## src/mclp_pkg.sv

```systemverilog
package mclp_pkg;

    localparam int LINE_BYTES_DEF  = 32;
    localparam int MOTOR_COUNT_DEF = 4;

    // characters
    localparam logic [7:0] CH_NUL   = 8'h00;
    localparam logic [7:0] CH_TAB   = 8'h09;
    localparam logic [7:0] CH_LF    = 8'h0A;
    localparam logic [7:0] CH_CR    = 8'h0D;
    localparam logic [7:0] CH_SPACE = 8'h20;
    localparam logic [7:0] CH_PLUS  = 8'h2B;
    localparam logic [7:0] CH_MINUS = 8'h2D;
    localparam logic [7:0] CH_ZERO  = 8'h30;
    localparam logic [7:0] CH_TWO   = 8'h32;
    localparam logic [7:0] CH_NINE  = 8'h39;
    localparam logic [7:0] CH_D     = 8'h44;
    localparam logic [7:0] CH_F     = 8'h46;
    localparam logic [7:0] CH_O     = 8'h4F;
    localparam logic [7:0] CH_S     = 8'h53;

    // result status codes
    localparam logic [2:0] ST_APPLIED   = 3'd0;
    localparam logic [2:0] ST_UNCHANGED = 3'd1;
    localparam logic [2:0] ST_INVALID   = 3'd2;
    localparam logic [2:0] ST_OVERFLOW  = 3'd3;
    localparam logic [2:0] ST_OFF       = 3'd4;
    localparam logic [2:0] ST_RXERR     = 3'd5;

    // motor directions
    localparam logic [1:0] DIR_FWD  = 2'd0;
    localparam logic [1:0] DIR_REV  = 2'd1;
    localparam logic [1:0] DIR_HALT = 2'd2;

    localparam logic [7:0] SPEED_CAP = 8'd255;
    localparam logic [6:0] DUTY_MAX  = 7'd100;

    typedef struct packed {
        logic       off_hit;  // line is exactly "OFF"
        logic       cmd_ok;   // well-formed speed command with a legal speed
        logic [7:0] speed;    // saturated speed magnitude
    } scan_res_t;

endpackage

```

## src/mclp_scan.sv

```systemverilog
module mclp_scan #(
    parameter int MOTOR_COUNT = mclp_pkg::MOTOR_COUNT_DEF
) (
    input  logic                      clk,
    input  logic                      rst_n,
    input  logic                      start,
    input  logic                      step,
    input  logic [7:0]                char_in,
    output mclp_pkg::scan_res_t       res,
    output logic [2*MOTOR_COUNT-1:0]  dirs
);
    import mclp_pkg::*;

    localparam int MW = (MOTOR_COUNT > 1) ? $clog2(MOTOR_COUNT) : 1;

    localparam logic [2:0] PH_FIRST  = 3'd0;
    localparam logic [2:0] PH_WS     = 3'd1;
    localparam logic [2:0] PH_SIGNED = 3'd2;
    localparam logic [2:0] PH_DIGS   = 3'd3;
    localparam logic [2:0] PH_DLET   = 3'd4;
    localparam logic [2:0] PH_DCHR   = 3'd5;
    localparam logic [2:0] PH_DONE   = 3'd6;
    localparam logic [2:0] PH_BAD    = 3'd7;

    logic [2:0]    phase_reg, phase_next;
    logic [7:0]    mag_reg, mag_next;
    logic          neg_reg, neg_next;
    logic [MW-1:0] motor_reg, motor_next;
    logic [2:0]    idx_reg;
    logic          off_reg;
    logic [1:0]    dir_reg [MOTOR_COUNT];
    logic          dir_we;

    logic          is_digit;
    logic          is_space;
    logic [11:0]   mag_prod;

    assign is_digit = char_in inside {[CH_ZERO:CH_NINE]};
    assign is_space = (char_in == CH_SPACE) || (char_in inside {[CH_TAB:CH_CR]});
    assign mag_prod = {4'd0, mag_reg} * 12'd10 + {8'd0, char_in[3:0]};

    always_comb
    begin
        phase_next = phase_reg;
        mag_next   = mag_reg;
        neg_next   = neg_reg;
        motor_next = motor_reg;
        dir_we     = 1'b0;
        case (phase_reg)
            PH_FIRST:
            begin
                phase_next = (char_in == CH_S) ? PH_WS : PH_BAD;
            end
            PH_WS:
            begin
                if (is_space)
                begin
                    phase_next = PH_WS;
                end
                else if (char_in == CH_PLUS || char_in == CH_MINUS)
                begin
                    neg_next   = (char_in == CH_MINUS);
                    phase_next = PH_SIGNED;
                end
                else if (is_digit)
                begin
                    mag_next   = {4'd0, char_in[3:0]};
                    phase_next = PH_DIGS;
                end
                else
                begin
                    phase_next = PH_BAD;
                end
            end
            PH_SIGNED:
            begin
                if (is_digit)
                begin
                    mag_next   = {4'd0, char_in[3:0]};
                    phase_next = PH_DIGS;
                end
                else
                begin
                    phase_next = PH_BAD;
                end
            end
            PH_DIGS:
            begin
                if (is_digit)
                begin
                    // saturate the magnitude
                    mag_next = (mag_prod > {4'd0, SPEED_CAP}) ? SPEED_CAP : mag_prod[7:0];
                end
                else if (char_in == CH_D)
                begin
                    phase_next = PH_DCHR;
                end
                else
                begin
                    phase_next = PH_BAD;
                end
            end
            PH_DLET:
            begin
                phase_next = (char_in == CH_D) ? PH_DCHR : PH_BAD;
            end
            PH_DCHR:
            begin
                if (char_in inside {[CH_ZERO:CH_TWO]})
                begin
                    dir_we = 1'b1;
                    if (motor_reg == MW'(MOTOR_COUNT - 1))
                    begin
                        phase_next = PH_DONE;
                    end
                    else
                    begin
                        motor_next = motor_reg + MW'(1);
                        phase_next = PH_DLET;
                    end
                end
                else
                begin
                    phase_next = PH_BAD;
                end
            end
            default:
            begin
                phase_next = phase_reg;
            end
        endcase
    end

    always_ff @(posedge clk or negedge rst_n)
    begin
        if (!rst_n)
        begin
            phase_reg <= PH_FIRST;
            neg_reg   <= 1'b0;
            motor_reg <= '0;
            idx_reg   <= '0;
            off_reg   <= 1'b0;
        end
        else if (start)
        begin
            phase_reg <= PH_FIRST;
            neg_reg   <= 1'b0;
            motor_reg <= '0;
            idx_reg   <= '0;
            off_reg   <= 1'b1;
        end
        else if (step)
        begin
            phase_reg <= phase_next;
            neg_reg   <= neg_next;
            motor_reg <= motor_next;
            if (idx_reg != 3'd4)
            begin
                idx_reg <= idx_reg + 3'd1;
            end
            // "OFF" must match exactly, with nothing after it
            case (idx_reg)
                3'd0:    off_reg <= off_reg && (char_in == CH_O);
                3'd1:    off_reg <= off_reg && (char_in == CH_F);
                3'd2:    off_reg <= off_reg && (char_in == CH_F);
                default: off_reg <= 1'b0;
            endcase
        end
    end

    always_ff @(posedge clk)
    begin
        if (start)
        begin
            mag_reg <= '0;
        end
        else if (step)
        begin
            mag_reg <= mag_next;
            if (dir_we)
            begin
                dir_reg[motor_reg] <= char_in[1:0];
            end
        end
    end

    for (genvar k = 0; k < MOTOR_COUNT; k++)
    begin : g_dirs
        assign dirs[2*k +: 2] = dir_reg[k];
    end

    assign res.off_hit = off_reg && (idx_reg == 3'd3);
    assign res.cmd_ok  = (phase_reg == PH_DONE) && !(neg_reg && mag_reg != 8'd0);
    assign res.speed   = mag_reg;

endmodule

```

## src/motor_command_line_parser_unit.sv

```systemverilog
// Channel | Direction | Handshake          | Word
// --------+-----------+--------------------+------------------------------------
// in      | in        | in_valid, in_stall | action, rx_byte
// out     | out       | out_valid,out_stall| status, pwm_on, duty, drive_pins
//
// A byte that neither ends a line nor overflows it is taken and the input stays open.
// A line feed walks the stored line one byte a cycle through the line store
// read port: the input stalls through the scan and while the result loads.
// Overflow and timeout words stall the input while their result loads.
// The input also stalls while a finished word waits on a stalled output.
// Reset needs no clearing pass: the line store is only used where written.
module motor_command_line_parser_unit #(
    parameter int LINE_BYTES  = mclp_pkg::LINE_BYTES_DEF,
    parameter int MOTOR_COUNT = mclp_pkg::MOTOR_COUNT_DEF
) (
    input  logic       clk,
    input  logic       rst_n,
    input  logic       in_valid,
    output logic       in_stall,
    input  logic       action,
    input  logic [7:0] rx_byte,
    output logic       out_valid,
    input  logic       out_stall,
    output logic [2:0] status,
    output logic       pwm_on,
    output logic [6:0] duty,
    output logic [7:0] drive_pins
);
    import mclp_pkg::*;

    localparam int AW = $clog2(LINE_BYTES);
    localparam int PM = (MOTOR_COUNT < 4) ? MOTOR_COUNT : 4;

    localparam logic [1:0] S_IDLE = 2'd0;
    localparam logic [1:0] S_SCAN = 2'd1;
    localparam logic [1:0] S_EMIT = 2'd2;

    logic [7:0]               mem [LINE_BYTES];
    logic [7:0]               rd_data_reg;
    logic [AW-1:0]            rd_addr;
    logic                     mem_we;

    logic [1:0]               state_reg;
    logic [AW-1:0]            fill_reg;
    logic                     prev_cr_reg;
    logic [AW-1:0]            len_reg;
    logic [AW-1:0]            pos_reg;
    logic [2:0]               res_status_reg;

    logic                     known_reg;
    logic [6:0]               speed_reg;
    logic [2*MOTOR_COUNT-1:0] dirs_reg;
    logic                     pwm_reg;
    logic [6:0]               duty_reg;
    logic [7:0]               pins_reg;

    logic                     out_valid_reg;
    logic [2:0]               status_reg;
    logic                     pwm_out_reg;
    logic [6:0]               duty_out_reg;
    logic [7:0]               pins_out_reg;

    logic                     in_take;
    logic                     is_lf;
    logic [AW:0]              fill_inc;
    logic                     at_end;
    logic                     scan_start;
    logic                     scan_step;
    logic                     load_ok;
    logic                     changed;
    logic [6:0]               clamped;
    logic [7:0]               apply_pins;

    scan_res_t                scan_res;
    logic [2*MOTOR_COUNT-1:0] scan_dirs;

    assign in_stall   = (state_reg != S_IDLE);
    assign in_take    = in_valid && !in_stall;
    assign is_lf      = (rx_byte == CH_LF);
    assign fill_inc   = {1'b0, fill_reg} + (AW+1)'(1);
    assign mem_we     = in_take && !action && !is_lf;
    assign scan_start = in_take && !action && is_lf;
    assign at_end     = (pos_reg == len_reg) || (rd_data_reg == CH_NUL);
    assign scan_step  = (state_reg == S_SCAN) && !at_end;
    assign load_ok    = !out_valid_reg || !out_stall;
    assign rd_addr    = (state_reg == S_SCAN && pos_reg != len_reg) ?
                        pos_reg + AW'(1) : '0;

    always_ff @(posedge clk)
    begin
        if (mem_we)
        begin
            mem[fill_reg] <= rx_byte;
        end
        rd_data_reg <= mem[rd_addr];
    end

    mclp_scan #(
        .MOTOR_COUNT (MOTOR_COUNT)
    ) u_scan (
        .clk     (clk),
        .rst_n   (rst_n),
        .start   (scan_start),
        .step    (scan_step),
        .char_in (rd_data_reg),
        .res     (scan_res),
        .dirs    (scan_dirs)
    );

    assign clamped = (scan_res.speed > {1'b0, DUTY_MAX}) ? DUTY_MAX : scan_res.speed[6:0];
    assign changed = !known_reg || ({1'b0, speed_reg} != scan_res.speed) ||
                     (dirs_reg != scan_dirs);

    // pin codes: forward 01, reverse 10, stop 00
    always_comb
    begin
        apply_pins = pins_reg;
        for (int k = 0; k < PM; k++)
        begin
            case (scan_dirs[2*k +: 2])
                DIR_FWD: apply_pins[2*k +: 2] = 2'b01;
                DIR_REV: apply_pins[2*k +: 2] = 2'b10;
                default: apply_pins[2*k +: 2] = 2'b00;
            endcase
        end
    end

    always_ff @(posedge clk or negedge rst_n)
    begin
        if (!rst_n)
        begin
            state_reg      <= S_IDLE;
            fill_reg       <= '0;
            prev_cr_reg    <= 1'b0;
            len_reg        <= '0;
            pos_reg        <= '0;
            res_status_reg <= ST_APPLIED;
            known_reg      <= 1'b0;
            speed_reg      <= '0;
            dirs_reg       <= '0;
            pwm_reg        <= 1'b0;
            duty_reg       <= '0;
            pins_reg       <= '0;
        end
        else
        begin
            case (state_reg)
                S_IDLE:
                begin
                    if (in_take)
                    begin
                        if (action)
                        begin
                            // timeout: drop the partial line and stop everything
                            fill_reg       <= '0;
                            prev_cr_reg    <= 1'b0;
                            pwm_reg        <= 1'b0;
                            known_reg      <= 1'b1;
                            speed_reg      <= '0;
                            dirs_reg       <= {MOTOR_COUNT{DIR_HALT}};
                            pins_reg       <= '0;
                            res_status_reg <= ST_RXERR;
                            state_reg      <= S_EMIT;
                        end
                        else if (is_lf)
                        begin
                            len_reg     <= (fill_reg != '0 && prev_cr_reg) ?
                                           fill_reg - AW'(1) : fill_reg;
                            pos_reg     <= '0;
                            fill_reg    <= '0;
                            prev_cr_reg <= 1'b0;
                            state_reg   <= S_SCAN;
                        end
                        else if (fill_inc == (AW+1)'(LINE_BYTES))
                        begin
                            fill_reg       <= '0;
                            prev_cr_reg    <= 1'b0;
                            res_status_reg <= ST_OVERFLOW;
                            state_reg      <= S_EMIT;
                        end
                        else
                        begin
                            fill_reg    <= fill_inc[AW-1:0];
                            prev_cr_reg <= (rx_byte == CH_CR);
                        end
                    end
                end
                S_SCAN:
                begin
                    if (!at_end)
                    begin
                        pos_reg <= pos_reg + AW'(1);
                    end
                    else
                    begin
                        state_reg <= S_EMIT;
                        if (scan_res.off_hit)
                        begin
                            pwm_reg        <= 1'b0;
                            known_reg      <= 1'b1;
                            speed_reg      <= '0;
                            dirs_reg       <= {MOTOR_COUNT{DIR_HALT}};
                            pins_reg       <= '0;
                            res_status_reg <= ST_OFF;
                        end
                        else if (!scan_res.cmd_ok)
                        begin
                            res_status_reg <= ST_INVALID;
                        end
                        else if (!changed)
                        begin
                            res_status_reg <= ST_UNCHANGED;
                        end
                        else
                        begin
                            known_reg      <= 1'b1;
                            speed_reg      <= clamped;
                            dirs_reg       <= scan_dirs;
                            pins_reg       <= apply_pins;
                            pwm_reg        <= (clamped != '0);
                            if (clamped != '0)
                            begin
                                duty_reg <= clamped;
                            end
                            res_status_reg <= ST_APPLIED;
                        end
                    end
                end
                S_EMIT:
                begin
                    if (load_ok)
                    begin
                        state_reg <= S_IDLE;
                    end
                end
                default:
                begin
                    state_reg <= S_IDLE;
                end
            endcase
        end
    end

    always_ff @(posedge clk or negedge rst_n)
    begin
        if (!rst_n)
        begin
            out_valid_reg <= 1'b0;
        end
        else if (state_reg == S_EMIT && load_ok)
        begin
            out_valid_reg <= 1'b1;
        end
        else if (!out_stall)
        begin
            out_valid_reg <= 1'b0;
        end
    end

    always_ff @(posedge clk)
    begin
        if (state_reg == S_EMIT && load_ok)
        begin
            status_reg   <= res_status_reg;
            pwm_out_reg  <= pwm_reg;
            duty_out_reg <= duty_reg;
            pins_out_reg <= pins_reg;
        end
    end

    assign out_valid  = out_valid_reg;
    assign status     = status_reg;
    assign pwm_on     = pwm_out_reg;
    assign duty       = duty_out_reg;
    assign drive_pins = pins_out_reg;

`ifndef SYNTH
    a_pwm_duty: assert property (@(posedge clk) disable iff (!rst_n)
        pwm_reg |-> duty_reg != '0)
        else $error("pwm running with zero duty");

    a_stop_word: assert property (@(posedge clk) disable iff (!rst_n)
        out_valid && (status == ST_OFF || status == ST_RXERR) |->
            !pwm_on && drive_pins == 8'd0)
        else $error("stop word with motors still driven");

    a_fill_range: assert property (@(posedge clk) disable iff (!rst_n)
        fill_reg <= AW'(LINE_BYTES - 1))
        else $error("fill count past line length");

    a_scan_pos: assert property (@(posedge clk) disable iff (!rst_n)
        state_reg == S_SCAN |-> pos_reg <= len_reg)
        else $error("scan position past line end");

    a_lf_scan: assert property (@(posedge clk) disable iff (!rst_n)
        in_take && !action && is_lf |=> state_reg == S_SCAN && pos_reg == '0)
        else $error("line feed did not start a scan");
`endif

endmodule

```

## config.mk

```make
export PLATFORM = sky130hd
export DESIGN_NAME = motor_command_line_parser_unit
export DESIGN_NICKNAME = d
export VERILOG_FILES = /design/src/mclp_pkg.sv /design/src/mclp_scan.sv /design/src/motor_command_line_parser_unit.sv
export SDC_FILE = /design/constraint.sdc
export NUM_CORES = 1
export LEC_CHECK = 0
export CAP_MARGIN = 25
export CORE_ASPECT_RATIO = 0.6
export CORE_UTILIZATION = 45
export DETAILED_ROUTE_END_ITERATION = 10
export DONT_BUFFER_PORTS = 1
export HOLD_SLACK_MARGIN = 0.08
export PLACE_DENSITY = 0.68
export SETUP_SLACK_MARGIN = 0.05
export SYNTH_ARGS = -nofsm -noshare
export SYNTH_HDL_FRONTEND = slang
export SYNTH_HIERARCHICAL = 1
export SYNTH_SLANG_ARGS = --single-unit
export TNS_END_PERCENT = 30
```

## constraint.sdc

```tcl
create_clock -name clk -period 4.4 [get_ports clk]
set_clock_uncertainty 0.2 [all_clocks]
set_input_delay 0.44 -clock clk [delete_from_list [all_inputs] [get_ports clk]]
set_output_delay 0.44 -clock clk [all_outputs]
set_load 0.01 [all_outputs]
```

==> results of run 1 <==
## layout make-up
type	instances	area [µm²]	share of cell area, %
clock inverter	15	254	1.41
inverter	31	116	0.646
sequential	363	10400	57.9
antenna	8	20.0	0.111
clock buffer	46	926	5.14
multi-input combinational	727	5290	29.4
tap	467	584	3.24
timing repair buffer	32	398	2.21
## layer usage
layer  share of wire [%]  up-vias
li1                    -     4535
met3                  12       51
met2                  40      503
met5                   0        -
met4                 1.8        0
met1                  46     5017
## worst min-delay path: stages
cell     delay (ns)
nor4_1         0.03
nand2_1        0.06
nor3_1         0.05
a22o_1         0.18
## cell usage in the layout (no fill, tap or decap), types with 15 or more instances in the layout
| master | n |
|---|---|
| a21oi_1 | 16 |
| dfxtp_1 | 16 |
| clkbuf_16 | 34 |
| inv_1 | 30 |
| mux4_2 | 16 |
| a31oi_1 | 19 |
| nor3_1 | 30 |
| dfrtp_1 | 63 |
| nand2_1 | 88 |
| o21ai_0 | 37 |
| edfxtp_1 | 283 |
| a211oi_1 | 25 |
| mux2i_1 | 53 |
| nor2_1 | 107 |
| nand3_1 | 26 |
| mux2_1 | 22 |
| o22ai_1 | 15 |
| nor4_1 | 16 |
| ha_1 | 30 |
| xor2_1 | 24 |
## cell families after synthesis
family          count (synthesis)  synth area share (%)
simple gates                  357                  11.0
flops                         363                  64.8
mux                           103                  7.92
buf+inv                        85                  2.45
fa+ha+maj                      32                  2.58
xor+xnor                       37                  2.32
compound gates                198                  8.99
## power by group
part | total (mW) | leakage (nW) | internal, mW | switching, mW
Combinational | 0.533 | 2.13 | 0.203 | 0.330
Clock | 3.14 | 0.570 | 1.85 | 1.29
Sequential | 3.86 | 3.49 | 3.76 | 0.103
## worst paths after layout
kind	slack, ns	from	cells after the start	endpoint
setup / recovery	0.75	pos_reg[0]	9	rd_data_reg[7]
hold / removal	0.1	rx_byte[6]	4	prev_cr_reg
setup reg to reg	0.75	pos_reg[0]	9	rd_data_reg[7]
hold reg to reg	0.24	duty_reg[4]	0	duty[4]
max in group asynchronous	3.44	rst_n	2	pos_reg[0]
min in group asynchronous	0.26	rst_n	2	len_reg[3]
==> metrics.md, run 1 <==
| Metric | Value |
|---|---|
| Grt met2 use | 29.0% |
| FMAX | 274 MHz |
| Post-route setup slack | 0.754 ns |
| Max clock buf depth | 3 |
| Period utilization | 82.9% |
| Register area share after synthesis | approximately two thirds |
| Drt first-iter violations | 1,276 |
| Syn_nets | 1,220 |
| Critical Path AT | 3.88 ns |
| Clock sinks | 363 |
| Total wire length | 39.7 mm |
| Die area | 36,500 µm² |
| Maxcap violations | 0 |
| Top-area cell type share of the netlist area | 52.8% |
| Fin. Hold Viols | 0 |
| Num ports | 34 |
| Post-DP HPWL | ~25 mm |
| Synth unique cells | 82 |
| Cell with the most instances after synthesis | edfxtp_1 |
| Syn Area/Cell | approximately 14 µm² |
| CTS tree | done |
| Synth area leaders | edfxtp_1 53%, dfrtp_1 10%, mux2i_1 3.3% |
| CTS root buf | clkbuf_16 |
| GPL Wtd Cong | 0.890 |
| Critical-path top delay cell | a2111oi_0 |
| Final Setup Violations | 0 |
| Max reg flops | 256 |
| Vias in the first global route | 9,465 |
| Largest net degree at the start of global routing | 65 |
| Clk pin slew, worst setup/hold paths | 0.07 ns |
| Minimum clock period | 3.65 ns |
| Die width | 246 µm |
| Leak | 6.20 nW |
| Via/cell ratio | 5.98 |
| Grt peak-use layer | met1 |
| Post-Layout Inst Area | approximately 18,000 µm² |
| Pre-CTS setup slack | 0.917 ns |
| Drt pass-1 iters | 5 |
| CP delay by family, top | compound AO/OA/AOI/OAI gates |
| Yosys warns | 6 |
| GR Overflow Total | 0 |
| Worst-margin pin slew | between 0.9 and 1 ns |
| Die height | 148 µm |
| Worst-path maximum fanout | 31 |
| RSZ-0062 raised after global routing | no |
| Critical Path RT | 4.63 ns |
| Share of layout cells above drive strength 1 | 10.8% |
| Status | completed |
| Wire per inst | 23.5 µm |
| Post-synth top flop | edfxtp_1 |
| Setup TNS | 0 ns |
| Slowest stage delay, CP | 0.81 ns |
| Placed Area | around 16,000 µm² |
| Fin cells | 1,689 |
| Final net count | 1,234 |
| Crit path buffers/inverters | 3 |
| Cell taking the most area after synthesis | edfxtp_1 |
| HP Class | input port to register |
| Async set or reset register ratio after synthesis | 17.6% |
| Worst IR Drop VDD | 0.000282 V |
| Row cnt | 53 |
| GRT Total Usage | 22.1% |
| Initial core utilization | 45.9% |
| First-pass GRT wire length | 60.1 mm |
| Post-synthesis cell count | ~1,200 |
| CP Class | register to register |
| Num CTS Buffers | 34 |
| Met1 usage | 34.9% |
| H-tree depth | 2 |
| PostCTS Resize Cnt | 0 |
| Critical path capture point type | register |
| Pwr Density | approximately 420 nW/µm² |
| Hold Buf Count CTS | 20 |
| Worst Setup Start Kind | register |
| Vias | between 10,000 and 15,000 |
| Floorplan core area | 35,100 µm² |
| I/O Buffers | 0 |
| Clk Latency, worst-skew pair | between 0.5 and 0.6 ns |
| Final ANT Viol Nets | 0 |
| # fillers | 2,851 |
| DP Cell Count | between 1,500 and 2,000 |
| WHS | 0.0981 ns |
| Critical path's most frequent cell | buf_4 |
| Power, Total | between 7 and 8 mW |
| EDFF count, synth | 283 |
| Setup bufs post-CTS | 0 |
| Met3 Use GR | 6.89% |
| Drt drc | 0 |
| Pins over their slew limit | 0 |
| Post-layout util | 51.3% |
| Seq cells post-synth | ~360 |
| Initial antenna violation count | 7 |
| Worst slew margin | 34.8% |
| Area Growth Syn to Fin | 11.9% |
| Synthesized cell area | about 16,000 µm² |
| Commonest cells in the netlist | 283 x edfxtp_1, 109 x nor2_1, 88 x nand2_1, 64 x dfrtp_1, 53 x mux2i_1 |
| Cell Chain, Critical Path | ha_1 > buf_4 > inv_1 > nor2_2 > buf_4 > nand2_1 > a2111oi_0 > a31oi_1 > and4_1 |
Power figures use the tool's default switching activity.
==> run 2: changes to the inputs <==
--- a/config.mk
+++ b/config.mk
@@ -11,7 +11,7 @@
 export DETAILED_ROUTE_END_ITERATION = 10
 export DONT_BUFFER_PORTS = 1
 export HOLD_SLACK_MARGIN = 0.08
-export PLACE_DENSITY = 0.68
+export PLACE_DENSITY = 0.7
 export SETUP_SLACK_MARGIN = 0.05
 export SYNTH_ARGS = -nofsm -noshare
 export SYNTH_HDL_FRONTEND = slang
==> constraint.sdc (replaced) <==
create_clock -name clk -period 3.25 [get_ports clk]
set_clock_uncertainty 0.2 [all_clocks]
set_input_delay 0.325 -clock clk [delete_from_list [all_inputs] [get_ports clk]]
set_output_delay 0.325 -clock clk [all_outputs]
set_load 0.01 [all_outputs]
==> run 2 against run 1 <==
  * Hold slack improved by 0.080 ns
  * Combinational power increased by 43%
  * Count of clock-buffer cells in the layout increased by 1
  * Cell area increased by 2.0%
  * First-iteration DRC count decreased by 5.6%
==> metrics.md, run 2 (synthesis gave the netlist of run 1 again) <==
| Metric | Value |
|---|---|
| Status | completed (unchanged) |
| Clock sinks | 363 (unchanged) |
| HP Class | input port to async pin (was input port to register) |
| CTS root buf | clkbuf_16 (unchanged) |
| Die height | 148 µm (unchanged) |
| Vias in the first global route | 9,656 (was 9,465) |
| Cell Chain, Critical Path | or3b_1 > nor2_1 > and2_1 > nand2_1 > nor2_1 (was ha_1 > buf_4 > inv_1 > nor2_2 > buf_4 > nand2_1 > a2111oi_0 > a31oi_1 > and4_1) |
| Drt first-iter violations | 1,204 (was 1,276) |
| FMAX | 326 MHz (was 274 MHz) |
| Drt drc | 0 (unchanged) |
| GRT Total Usage | 21.6% (was 22.1%) |
| Critical Path AT | 3.02 ns (was 3.88 ns) |
| Power, Total | 10.0 mW (was 7.54 mW) |
| Final net count | 1,290 (was 1,234) |
| Worst slew margin | 35.2% (was 34.8%) |
| Die area | 36,500 µm² (unchanged) |
| Worst IR Drop VDD | 0.000383 V (was 0.000282 V) |
| Clk pin slew, worst setup/hold paths | 0.06 ns (was 0.07 ns) |
| Max clock buf depth | 3 (unchanged) |
| Drt pass-1 iters | 5 (unchanged) |
| R2r worst-path depth | 5 (was 9) |
| Worst Setup Start Kind | register (unchanged) |
| First-pass GRT wire length | 59.0 mm (was 60.1 mm) |
| GR Overflow Total | 0 (unchanged) |
| Area Growth Syn to Fin | 14.2% (was 11.9%) |
| ANT cells | 0 (was 8) |
| Share of layout cells above drive strength 1 | 14.9% (was 10.8%) |
| Minimum clock period | 3.06 ns (was 3.65 ns) |
| Leak | 6.48 nW (was 6.20 nW) |
| WHS | 0.178 ns (was 0.0981 ns) |
| R2r endpoint | mem[4][4] (was rd_data_reg[7]) |
| CTS tree | done (unchanged) |
| Placed Area | 16,900 µm² (was 16,500 µm²) |
| RSZ-0062 raised after global routing | no (unchanged) |
| CP delay by family, top | simple AND/OR/NAND/NOR gates (was compound AO/OA/AOI/OAI gates) |
| Worst setup startpoint | state_reg[0] (was pos_reg[0]) |
| Pwr Density | 547 nW/µm² (was 419 nW/µm²) |
| Vias | 10,254 (was 10,106) |
| Die width | 246 µm (unchanged) |
| Max reg flops | 256 (unchanged) |
| Fin. Hold Viols | 0 (unchanged) |
| Maxcap violations | 0 (unchanged) |
| Num CTS Buffers | 34 (unchanged) |
| Critical-path top delay cell | nor2_1 (was a2111oi_0) |
| Crit path buffers/inverters | 0 (was 3) |
| Worst-margin pin slew | 0.947 ns (was 0.979 ns) |
| CP Class | register to register (unchanged) |
| Setup TNS | 0 ns (unchanged) |
| I/O Buffers | 0 (unchanged) |
| Critical Path RT | 3.21 ns (was 4.63 ns) |
| Commonest cells after routing, fill and taps aside | 283 x edfxtp_1, 107 x nor2_1, 88 x nand2_1, 65 x buf_4, 63 x dfrtp_1 (was 283 x edfxtp_1, 107 x nor2_1, 88 x nand2_1, 63 x dfrtp_1, 53 x mux2i_1) |
| Post-Layout Inst Area | 18,400 µm² (was 18,000 µm²) |
| Row cnt | 53 (unchanged) |
| Initial antenna violation count | 1 (was 7) |
| H-tree depth | 2 (unchanged) |
| GPL Wtd Cong | 0.874 (was 0.890) |
| Via/cell ratio | 5.91 (was 5.98) |
| Critical path capture point type | register (unchanged) |
| Initial core utilization | 45.9% (unchanged) |
| Slowest stage delay, CP | 0.70 ns (was 0.81 ns) |
| Floorplan core area | 35,100 µm² (unchanged) |
| Post-DP HPWL | 25.0 mm (was 24.5 mm) |
| Wire per inst | 22.4 µm (was 23.5 µm) |
| Total wire length | 38.8 mm (was 39.7 mm) |
| Largest net degree at the start of global routing | 65 (unchanged) |
| Final ANT Viol Nets | 0 (unchanged) |
| Critical path's most frequent cell | nor2_1 (was buf_4) |
| Pins over their slew limit | 0 (unchanged) |
| Num ports | 34 (unchanged) |
| Worst r2r src | state_reg[0] (was pos_reg[0]) |
| Final Setup Violations | 0 (unchanged) |
| Most common cell after layout, fill and taps aside | edfxtp_1 (unchanged) |
| FF-to-FF setup slack | 0.19 ns (was 0.75 ns) |
| Clk Latency, worst-skew pair | 0.53 ns (was 0.54 ns) |
| Worst-path maximum fanout | 9 (was 31) |
| Period utilization | 94.3% (was 82.9%) |
[run 2: changes by cell type in the layout (fill, tap and decap cells not counted), moves of 2 or more]
cell	before	now
clkinv_1	4	1
diode_2	8	0
buf_4	10	65
buf_12	8	10
bufinv_16	6	4
inv_6	0	2
[run 2: worst max-delay path by stage]
stage | endpoint | cells after the start
global route | u_scan/mag_reg[2] | 8
CTS | mem[0][3] | 5
detailed placement | mem[0][7] | 5
finish | mem[4][4] | 5
global placement | mem[4][7] | 5
floorplan | u_scan/mag_reg[3] | 9
[run 2: area by class of cell]
type	instances	area (µm²)
clock buffer	47	941
timing repair buffer	88	836
fill	2851	16700
multi-input combinational	727	5290
sequential	363	10400
tap	467	584
inverter	31	116
clock inverter	13	185
[run 2: metrics by stage]
stage	cells	worst slack (ns)	utilization [%]
after floorplan	1175	0.411	-
after global placement	1655	0.235	48.3
after detailed placement	1655	0.240	48.3
after CTS	1736	0.216	52.4
after global routing	1736	0.0644	52.4
final	1736	0.187	52.4
[run 2: routing by layer]
metal	wire length [µm]	global-route usage, %	vias up
met2	15800	28.7	492
met1	18300	34.0	5067
li1	-	-	4632
met5	10	0	-
met4	624	4.72	2
met3	4150	6.55	61
[run 2: what timing repair did]
| action | in CTS | in global routing |
|---|---|---|
| endpoints found under the setup margin | 0 | 4 |
| hold endpoints to repair | 355 | 0 |
| resized for setup | 0 | 2 |
| hold buffers | 21 | 0 |
| buffers inserted | 0 | 0 |
[run 2: power breakdown]
| group | switching, mW | total (mW) | internal [mW] |
|---|---|---|---|
| clock network | 1.72 | 4.08 | 2.36 |
| logic | 0.479 | 0.763 | 0.284 |
| registers | 0.113 | 5.20 | 5.09 |
| total | 2.31 | 10.0 | 7.74 |
